[src/mbps_pkg.sv]
// package for the masked byte pattern scan unit
// holds the shared constants, register indexes and the structs passed between modules
// no dependencies
package mbps_pkg;

  localparam int MAX_PATTERN_BYTES_DEFAULT = 16;
  localparam int REG_PATTERN_BYTES = 16;
  localparam int ADDR_W = 32;
  localparam int CFG_DATA_W = 64;
  localparam int CFG_INDEX_W = 3;
  localparam int QUEUE_DEPTH = 4;
  localparam int QUEUE_PTR_W = (QUEUE_DEPTH > 1) ? $clog2(QUEUE_DEPTH) : 1;
  localparam int QUEUE_CNT_W = $clog2(QUEUE_DEPTH + 1);

  typedef enum logic [CFG_INDEX_W-1:0] {
    REG_PATTERN_LOW    = 3'd0,
    REG_PATTERN_HIGH   = 3'd1,
    REG_WILDCARD_MASK  = 3'd2,
    REG_PATTERN_LENGTH = 3'd3,
    REG_BASE_ADDRESS   = 3'd4,
    REG_REGION_SIZE    = 3'd5
  } reg_index_t;

  typedef struct packed {
    logic [8*REG_PATTERN_BYTES-1:0] pattern;
    logic [REG_PATTERN_BYTES-1:0]   wildcard_mask;
    logic [4:0]                     pattern_length;
    logic [ADDR_W-1:0]              region_size;
  } scan_cfg_t;

  typedef struct packed {
    logic              found;
    logic [ADDR_W-1:0] offset;
  } scan_result_t;

  typedef struct packed {
    logic                   full;
    logic                   empty;
    logic [QUEUE_CNT_W-1:0] count;
  } queue_status_t;

endpackage

[src/masked_byte_pattern_scan_unit.sv]
// top level of the masked byte pattern scan unit: configuration registers,
// front end, result queue and output stage
// depends on mbps_pkg, mbps_front, mbps_queue, mbps_back
//
// The unit takes one region byte per clock cycle. Every byte is compared
// combinationally against the masked pattern over the whole window, so a byte
// that ends a search puts its result into a four-entry queue at the cycle it
// is accepted; the result then passes from the queue into the output register
// before it shows at the output. in_ready drops only while that queue is full,
// which needs the output side to be stalled for several region results in a row.
// Configuration registers are written through cfg_write, cfg_index and
// cfg_data and take effect on the next byte; writes to indexes beyond the
// register list are ignored.
module masked_byte_pattern_scan_unit import mbps_pkg::*; #(
  parameter int MAX_PATTERN_BYTES = MAX_PATTERN_BYTES_DEFAULT
) (
  input  logic                   clk,
  input  logic                   rst,
  input  logic                   in_valid,
  output logic                   in_ready,
  input  logic [7:0]             data_byte,
  input  logic                   region_start,
  output logic                   out_valid,
  input  logic                   out_ready,
  output logic                   found,
  output logic [ADDR_W-1:0]      match_address,
  input  logic                   cfg_write,
  input  logic [CFG_INDEX_W-1:0] cfg_index,
  input  logic [CFG_DATA_W-1:0]  cfg_data
);

  logic [63:0]       pattern_low;
  logic [63:0]       pattern_high;
  logic [15:0]       wildcard_mask;
  logic [4:0]        pattern_length;
  logic [ADDR_W-1:0] base_address;
  logic [ADDR_W-1:0] region_size;

  scan_cfg_t     cfg;
  queue_status_t q_status;
  scan_result_t  push_data;
  scan_result_t  head;
  logic          push;
  logic          pop;

  always_ff @(posedge clk) begin
    if (rst) begin
      pattern_low    <= '0;
      pattern_high   <= '0;
      wildcard_mask  <= '0;
      pattern_length <= 5'd1;
      base_address   <= '0;
      region_size    <= '0;
    end else if (cfg_write) begin
      unique case (reg_index_t'(cfg_index))
        REG_PATTERN_LOW:    pattern_low    <= cfg_data;
        REG_PATTERN_HIGH:   pattern_high   <= cfg_data;
        REG_WILDCARD_MASK:  wildcard_mask  <= cfg_data[15:0];
        REG_PATTERN_LENGTH: pattern_length <= cfg_data[4:0];
        REG_BASE_ADDRESS:   base_address   <= cfg_data[ADDR_W-1:0];
        REG_REGION_SIZE:    region_size    <= cfg_data[ADDR_W-1:0];
        default: ;
      endcase
    end
  end

  assign cfg.pattern        = {pattern_high, pattern_low};
  assign cfg.wildcard_mask  = wildcard_mask;
  assign cfg.pattern_length = pattern_length;
  assign cfg.region_size    = region_size;

  mbps_front #(
    .MAX_PATTERN_BYTES(MAX_PATTERN_BYTES)
  ) u_front (
    .clk          (clk),
    .rst          (rst),
    .in_valid     (in_valid),
    .in_ready     (in_ready),
    .data_byte    (data_byte),
    .region_start (region_start),
    .cfg          (cfg),
    .q_status     (q_status),
    .push         (push),
    .push_data    (push_data)
  );

  mbps_queue u_queue (
    .clk       (clk),
    .rst       (rst),
    .push      (push),
    .push_data (push_data),
    .pop       (pop),
    .head      (head),
    .status    (q_status)
  );

  mbps_back u_back (
    .clk           (clk),
    .rst           (rst),
    .head          (head),
    .q_status      (q_status),
    .pop           (pop),
    .base_address  (base_address),
    .out_valid     (out_valid),
    .out_ready     (out_ready),
    .found         (found),
    .match_address (match_address)
  );

  // queue never takes a transaction it has no room for
  a_no_overflow: assert property (@(posedge clk) disable iff (rst)
    push |-> !q_status.full || pop)
    else $error("result queue overflow");

  a_count_bound: assert property (@(posedge clk) disable iff (rst)
    q_status.count <= QUEUE_CNT_W'(QUEUE_DEPTH))
    else $error("result queue count out of range");

  // a not-found result carries address zero
  a_not_found_zero: assert property (@(posedge clk) disable iff (rst)
    out_valid && !found |-> match_address == '0)
    else $error("not-found result with nonzero address");

  a_pop_nonempty: assert property (@(posedge clk) disable iff (rst)
    pop |=> out_valid)
    else $error("popped result not presented");

endmodule

[src/mbps_front.sv]
// front end of the scan unit: accepts bytes, shifts the window and compares it
// with the masked pattern, pushing one result per region into the queue
// depends on mbps_pkg
module mbps_front import mbps_pkg::*; #(
  parameter int MAX_PATTERN_BYTES = MAX_PATTERN_BYTES_DEFAULT
) (
  input  logic          clk,
  input  logic          rst,
  input  logic          in_valid,
  output logic          in_ready,
  input  logic [7:0]    data_byte,
  input  logic          region_start,
  input  scan_cfg_t     cfg,
  input  queue_status_t q_status,
  output logic          push,
  output scan_result_t  push_data
);

  localparam int IDX_W = (MAX_PATTERN_BYTES > 1) ? $clog2(MAX_PATTERN_BYTES) : 1;
  localparam int LEN_W = $clog2(MAX_PATTERN_BYTES + 1);

  logic [7:0]        window [MAX_PATTERN_BYTES];
  logic [7:0]        win_next [MAX_PATTERN_BYTES];
  logic [7:0]        pat [MAX_PATTERN_BYTES];
  logic              wild [MAX_PATTERN_BYTES];
  logic [ADDR_W-1:0] bytes_seen;
  logic [ADDR_W-1:0] seen_base;
  logic [ADDR_W-1:0] seen_next;
  logic              search_done;
  logic [LEN_W-1:0]  eff_len;
  logic              accept;
  logic              active;
  logic              empty_region;
  logic              matched;
  logic              hit;
  logic              region_end;

  assign in_ready = !q_status.full;
  assign accept   = in_valid && in_ready;

  // pattern bytes above the register width read as zero and never wild
  for (genvar g = 0; g < MAX_PATTERN_BYTES; g++) begin : g_pat
    if (g < REG_PATTERN_BYTES) begin : g_reg
      assign pat[g]  = cfg.pattern[8*g +: 8];
      assign wild[g] = cfg.wildcard_mask[g];
    end else begin : g_zero
      assign pat[g]  = 8'd0;
      assign wild[g] = 1'b0;
    end
  end

  for (genvar g = 0; g < MAX_PATTERN_BYTES; g++) begin : g_win
    if (g == 0) begin : g_head
      assign win_next[g] = data_byte;
    end else begin : g_tail
      assign win_next[g] = region_start ? 8'd0 : window[g-1];
    end
  end

  always_comb begin
    if (cfg.pattern_length == 5'd0) begin
      eff_len = LEN_W'(1);
    end else if (32'(cfg.pattern_length) > 32'(MAX_PATTERN_BYTES)) begin
      eff_len = LEN_W'(MAX_PATTERN_BYTES);
    end else begin
      eff_len = LEN_W'(cfg.pattern_length);
    end
  end

  assign seen_base = region_start ? '0 : bytes_seen;
  assign seen_next = (seen_base == '1) ? seen_base : seen_base + 1'b1;

  // pattern byte k lines up with entry eff_len-1-k of the next window (win_next)
  always_comb begin
    logic [LEN_W-1:0] pos;
    matched = 1'b1;
    pos     = '0;
    for (int k = 0; k < MAX_PATTERN_BYTES; k++) begin
      pos = eff_len - LEN_W'(k) - LEN_W'(1);
      if ((LEN_W'(k) < eff_len) && !wild[k] && (win_next[pos[IDX_W-1:0]] != pat[k])) begin
        matched = 1'b0;
      end
    end
  end

  assign active       = region_start || !search_done;
  assign empty_region = region_start && (cfg.region_size == '0);
  assign hit          = (seen_next >= ADDR_W'(eff_len)) && matched;
  assign region_end   = seen_next >= cfg.region_size;

  assign push             = accept && (empty_region || (active && (hit || region_end)));
  assign push_data.found  = !empty_region && hit;
  assign push_data.offset = (!empty_region && hit) ? seen_next - ADDR_W'(eff_len) : '0;

  always_ff @(posedge clk) begin
    if (rst) begin
      search_done <= 1'b1;
      bytes_seen  <= '0;
    end else if (accept) begin
      if (empty_region) begin
        search_done <= 1'b1;
        bytes_seen  <= '0;
      end else if (active) begin
        search_done <= hit || region_end;
        bytes_seen  <= seen_next;
      end
    end
  end

  always_ff @(posedge clk) begin
    if (accept && active && !empty_region) begin
      for (int p = 0; p < MAX_PATTERN_BYTES; p++) begin
        window[p] <= win_next[p];
      end
    end
  end

endmodule

[src/mbps_queue.sv]
// short result queue between the front end and the output stage
// depends on mbps_pkg
module mbps_queue import mbps_pkg::*; (
  input  logic          clk,
  input  logic          rst,
  input  logic          push,
  input  scan_result_t  push_data,
  input  logic          pop,
  output scan_result_t  head,
  output queue_status_t status
);

  scan_result_t           mem [QUEUE_DEPTH];
  logic [QUEUE_PTR_W-1:0] wr_ptr;
  logic [QUEUE_PTR_W-1:0] rd_ptr;
  logic [QUEUE_CNT_W-1:0] count;

  assign head         = mem[rd_ptr];
  assign status.count = count;
  assign status.full  = count == QUEUE_CNT_W'(QUEUE_DEPTH);
  assign status.empty = count == '0;

  always_ff @(posedge clk) begin
    if (push) begin
      mem[wr_ptr] <= push_data;
    end
  end

  always_ff @(posedge clk) begin
    if (rst) begin
      wr_ptr <= '0;
      rd_ptr <= '0;
      count  <= '0;
    end else begin
      if (push) begin
        wr_ptr <= (wr_ptr == QUEUE_PTR_W'(QUEUE_DEPTH - 1)) ? '0 : wr_ptr + 1'b1;
      end
      if (pop) begin
        rd_ptr <= (rd_ptr == QUEUE_PTR_W'(QUEUE_DEPTH - 1)) ? '0 : rd_ptr + 1'b1;
      end
      if (push && !pop) begin
        count <= count + 1'b1;
      end else if (pop && !push) begin
        count <= count - 1'b1;
      end
    end
  end

endmodule

[src/mbps_back.sv]
// output stage: takes results from the queue, adds the base address to the offset
// of a found match and holds them in the output register until taken
// depends on mbps_pkg
module mbps_back import mbps_pkg::*; (
  input  logic              clk,
  input  logic              rst,
  input  scan_result_t      head,
  input  queue_status_t     q_status,
  output logic              pop,
  input  logic [ADDR_W-1:0] base_address,
  output logic              out_valid,
  input  logic              out_ready,
  output logic              found,
  output logic [ADDR_W-1:0] match_address
);

  assign pop = !q_status.empty && (!out_valid || out_ready);

  always_ff @(posedge clk) begin
    if (rst) begin
      out_valid <= 1'b0;
    end else if (pop) begin
      out_valid <= 1'b1;
    end else if (out_ready) begin
      out_valid <= 1'b0;
    end
  end

  always_ff @(posedge clk) begin
    if (pop) begin
      found         <= head.found;
      match_address <= head.found ? base_address + head.offset : '0;
    end
  end

endmodule
[config.mk]
export PLATFORM = sky130hd
export DESIGN_NAME = masked_byte_pattern_scan_unit
export DESIGN_NICKNAME = d
export VERILOG_FILES = /design/src/mbps_pkg.sv /design/src/masked_byte_pattern_scan_unit.sv /design/src/mbps_front.sv /design/src/mbps_queue.sv /design/src/mbps_back.sv
export SDC_FILE = /design/constraint.sdc
export NUM_CORES = 2
export LEC_CHECK = 0
export BUFFER_PORTS_ARGS = -buffer_cell sky130_fd_sc_hd__buf_4
export CAP_MARGIN = 15
export CORE_ASPECT_RATIO = 1.25
export CORE_UTILIZATION = 45
export CTS_BUF_LIST = sky130_fd_sc_hd__clkbuf_4 sky130_fd_sc_hd__clkbuf_8
export CTS_CLUSTER_SIZE = 12
export DETAILED_ROUTE_END_ITERATION = 8
export PLACE_DENSITY_LB_ADDON = 0.08
export REMOVE_ABC_BUFFERS = 1
export SYNTH_ARGS = -nofsm -noshare
export SYNTH_HDL_FRONTEND = slang
export SYNTH_SLANG_ARGS = --single-unit
[constraint.sdc]
create_clock -name clk -period 9.4 [get_ports clk]
set_input_delay 0.94 -clock clk [delete_from_list [all_inputs] [get_ports clk]]
set_output_delay 0.94 -clock clk [all_outputs]
set_load 0.01 [all_outputs]
==> summary.md <==
| Metric | Value |
|---|---|
| Reg-to-Reg End | `u_queue.count[2]` |
| Synth top area share | `25.94%` |
| Mapped cell area | `32990 µm²` |
| # nets final | `3700` |
| Post-CTS sizing | `0` |
| R2R cell count | `24` |
| Synth cell types | `85` |
| Vias in the first global route | `27350` |
| Total number of vias | `27950` |
| CTS Buf Count | `93` |
| Min-delay src | `data_byte[6]` |
| Worst reg2reg setup slack | `1.40 ns` |
| Largest stage delay on the critical path | `0.90 ns` |
| WHS Endpoint | `u_front.window[0][6]` |
| Worst Skew | `0.05644 ns` |
| Maximum VDD drop | `245.9 µV` |
| Static Leak | `13.86 nW` |
| H-Tree Level Count | `3` |
| Layout cell share with drive strength beyond 1 | `14.66%` |
| Crit path max fanout | `29` |
| Async SR Flop Fraction | `0%` |
| Clk Latency, worst-skew pair | `0.78 ns` |
| Slowest-stage cell, CP | `ha_2` |
| Die width | `244.2 µm` |
| Most used cell, CP | `buf_4` |
| CTS Hold Buffers Added | `0` |
| Crit Path Class | `flip-flop to flip-flop` |
| Core area | `72260 µm²` |
| Max_cap viols | `0` |
| Clock-pin slew on the worst setup and hold paths | `0.06 ns` |
| Syn Area/Cell | `9.477 µm²` |
| Cells after synthesis | `3481` |
| Worst setup SP type | `flip-flop` |
| Dpl hpwl | `88.93 mm` |
| Commonest non-fill, non-tap cells in the layout | `nand2_1 (610), a21oi_1 (304), edfxtp_1 (285)` |
| Tightest Pin Transition | `1.177 ns` |
| Total track usage | `31.95%` |
| Ranking of synthesized cells by area | `edfxtp_1 (26%), dfxtp_1 (16%), mux4_2 (7.1%)` |
| GPL Wtd Cong | `0.9336` |
| Power Total | `7.294 mW` |
| DRT iter0 DRCs | `2365` |
| Syn-to-layout area delta | `11.94%` |
| Post-synth top flop | `edfxtp_1` |
| Fmax | `125.0 MHz` |
| Clk buf depth | `3` |
| Most common cell after layout, fill and taps aside | `nand2_1` |
| CTS tree | `yes` |
| Final ANT Viol Nets | `0` |
| Fin util | `51.10%` |
| Delay-heaviest family, CP | `compound AO/OA/AOI/OAI gates` |
| Fin. Hold Viols | `0` |
| Fin crit period | `8.003 ns` |
| Final setup vio count | `0` |
| Root Buffer | `clkbuf_8` |
| Worst Hold Depth | `1` |
| Leading area contributor after synthesis | `edfxtp_1` |
| Status | `finished clean` |
| Final period utilization | `85.14%` |
| Min-Delay Path Class | `primary input to flip-flop` |
| Detailed Route WL | `120.4 mm` |
| PortBufs | `115` |
| Die height | `304.7 µm` |
| Final cell count without fillers | `4569` |
| Drt first pass iters | `5` |
| CP required | `10.06 ns` |
| Max Slew Vio Count | `0` |
| Vias per cell | `6.116` |
| Number of synthesized flops with an enable pin | `285` |
| CTS Sinks | `541` |
| RSZ-0062 raised after global routing | `no` |
| Relative slew slack | `21.57%` |
| Worst EP arrival | `8.66 ns` |
| First-pass GRT wire length | `176.0 mm` |
| Number of I/O pins | `116` |
| PwrDens | `197.5 nW/µm²` |
| Initial antenna violation count | `3` |
| Ys Warns | `0` |
| Global route overflow | `0` |
| Row cnt | `110` |
| Drt drc | `0` |
| Worst Path Buf+Inv | `5` |
| Routed wire length per instance | `26.36 µm` |
| Largest net degree at the start of global routing | `134` |
| Placed cell count | `4395` |
| Total setup buffers inserted after CTS | `0` |
| Crit-path cells | `nor4_1 > buf_4 > nor2_4 > clkinv_2 > ha_2 > o211ai_1 > xnor2_1 > buf_4 > nor3_1 > or4_1 > nand4_1 > o2111ai_1 > nor4_1 > o21ai_0 > a2111oi_0 > buf_4 > nand3_1 > a21oi_2 > ha_1 > inv_1 > fa_1 > xor2_1 > or3_1 > a21oi_1` |
| Starting density of the core | `45.66%` |
| Register area share after synthesis | `41.48%` |
| Synth Register Bits | `541` |
| Worst Setup End Kind | `flip-flop` |
| FF-to-FF Start | `pattern_length[3]` |
| Die area | `74400 µm²` |
area by class of cell:
class | count | area [µm²]
diodes | 2 | 5.005
clock buffers | 125 | 1633
clock inverters | 47 | 510.5
fillers | 6680 | 35330
inverters | 107 | 402.9
multi-input cells | 2617 | 18130
flip-flops and latches | 541 | 13680
well taps | 952 | 1191
repair buffers | 178 | 1371
Yosys cell counts, types with 15 or more instances:
master / number
nand2_1: 611
a21oi_1: 305
edfxtp_1: 285
dfxtp_1: 256
nor2_1: 242
mux2i_1: 205
clkbuf_1: 163
xnor2_1: 121
nor2b_1: 119
mux4_2: 104
inv_1: 103
xor2_1: 94
ha_1: 78
o21ai_0: 69
nor3_1: 65
a22oi_1: 48
mux2_2: 42
nand3_1: 41
a211oi_1: 36
a221oi_1: 35
buf_1: 33
a21o_1: 32
nand4_1: 31
nand2b_1: 27
nor4_1: 25
o22ai_1: 25
or3_1: 21
a31oi_1: 20
a22o_1: 17
buf_2: 15
flip-flops by register name (all words and copies together), names as in the netlist, 5 cells and up, named ones only:
signal                count
base_address             32
pattern_high             64
pattern_length            5
pattern_low              64
region_size              32
u_back.match_address     32
u_front.bytes_seen       32
u_front.window          120
u_queue.mem             132
wildcard_mask            16
stage by stage:
step	area, µm²	hold slack (ns)	setup slack (ns)	TNS (ns)
2_1_floorplan	32130	0.4271	-5.046	-1259.81
3_3_place_gp	34780	0.4430	1.587	0
3_5_place_dp	34780	0.4513	1.458	0
4_1_cts	36920	0.3509	1.529	0
5_1_grt	36930	0.3789	1.008	0
6_report	36930	0.3954	1.397	0
power breakdown:
group	total, mW	leakage [nW]	switching, mW	internal (mW)
combinational	1.90	7.84	1.15	0.748
sequential	2.92	4.91	0.144	2.77
clock	2.48	1.11	1.09	1.39
worst max path at each step:
| stage | from | end | slack (ns) | cells after the start |
|---|---|---|---|---|
| floorplan | pattern_length[4] | u_queue.count[2] | -5.05 | 22 |
| global placement | pattern_length[3] | u_queue.count[2] | 1.59 | 23 |
| detailed placement | region_start | u_queue.count[2] | 1.46 | 26 |
| CTS | pattern_length[3] | u_queue.count[2] | 1.53 | 23 |
| global route | pattern_length[3] | u_queue.count[2] | 1.01 | 24 |
| finish | pattern_length[3] | u_queue.count[2] | 1.40 | 24 |
layer usage:
metal	up-vias	wire (µm)	track usage [%]
met5	-	18	0
met4	2	8753	20.83
met3	318	6634	4.790
met2	1113	60980	56.59
met1	13750	44050	35.42
li1	12760	-	-
cell families (layout without fill, tap and decap cells):
kind of cell	Yosys count	count (layout)	share of synthesized area, %
AO/OA/AOI/OAI	716	716	13.90
multiplexers	351	351	14.75
flip-flops	541	541	41.48
buffers and inverters	323	457	3.823
adder cells (fa/ha/maj)	81	81	3.140
other	0	2	0
AND/OR/NAND/NOR	1254	1254	17.20
XOR/XNOR	215	215	5.708
(Power assumes the default switching activity.)
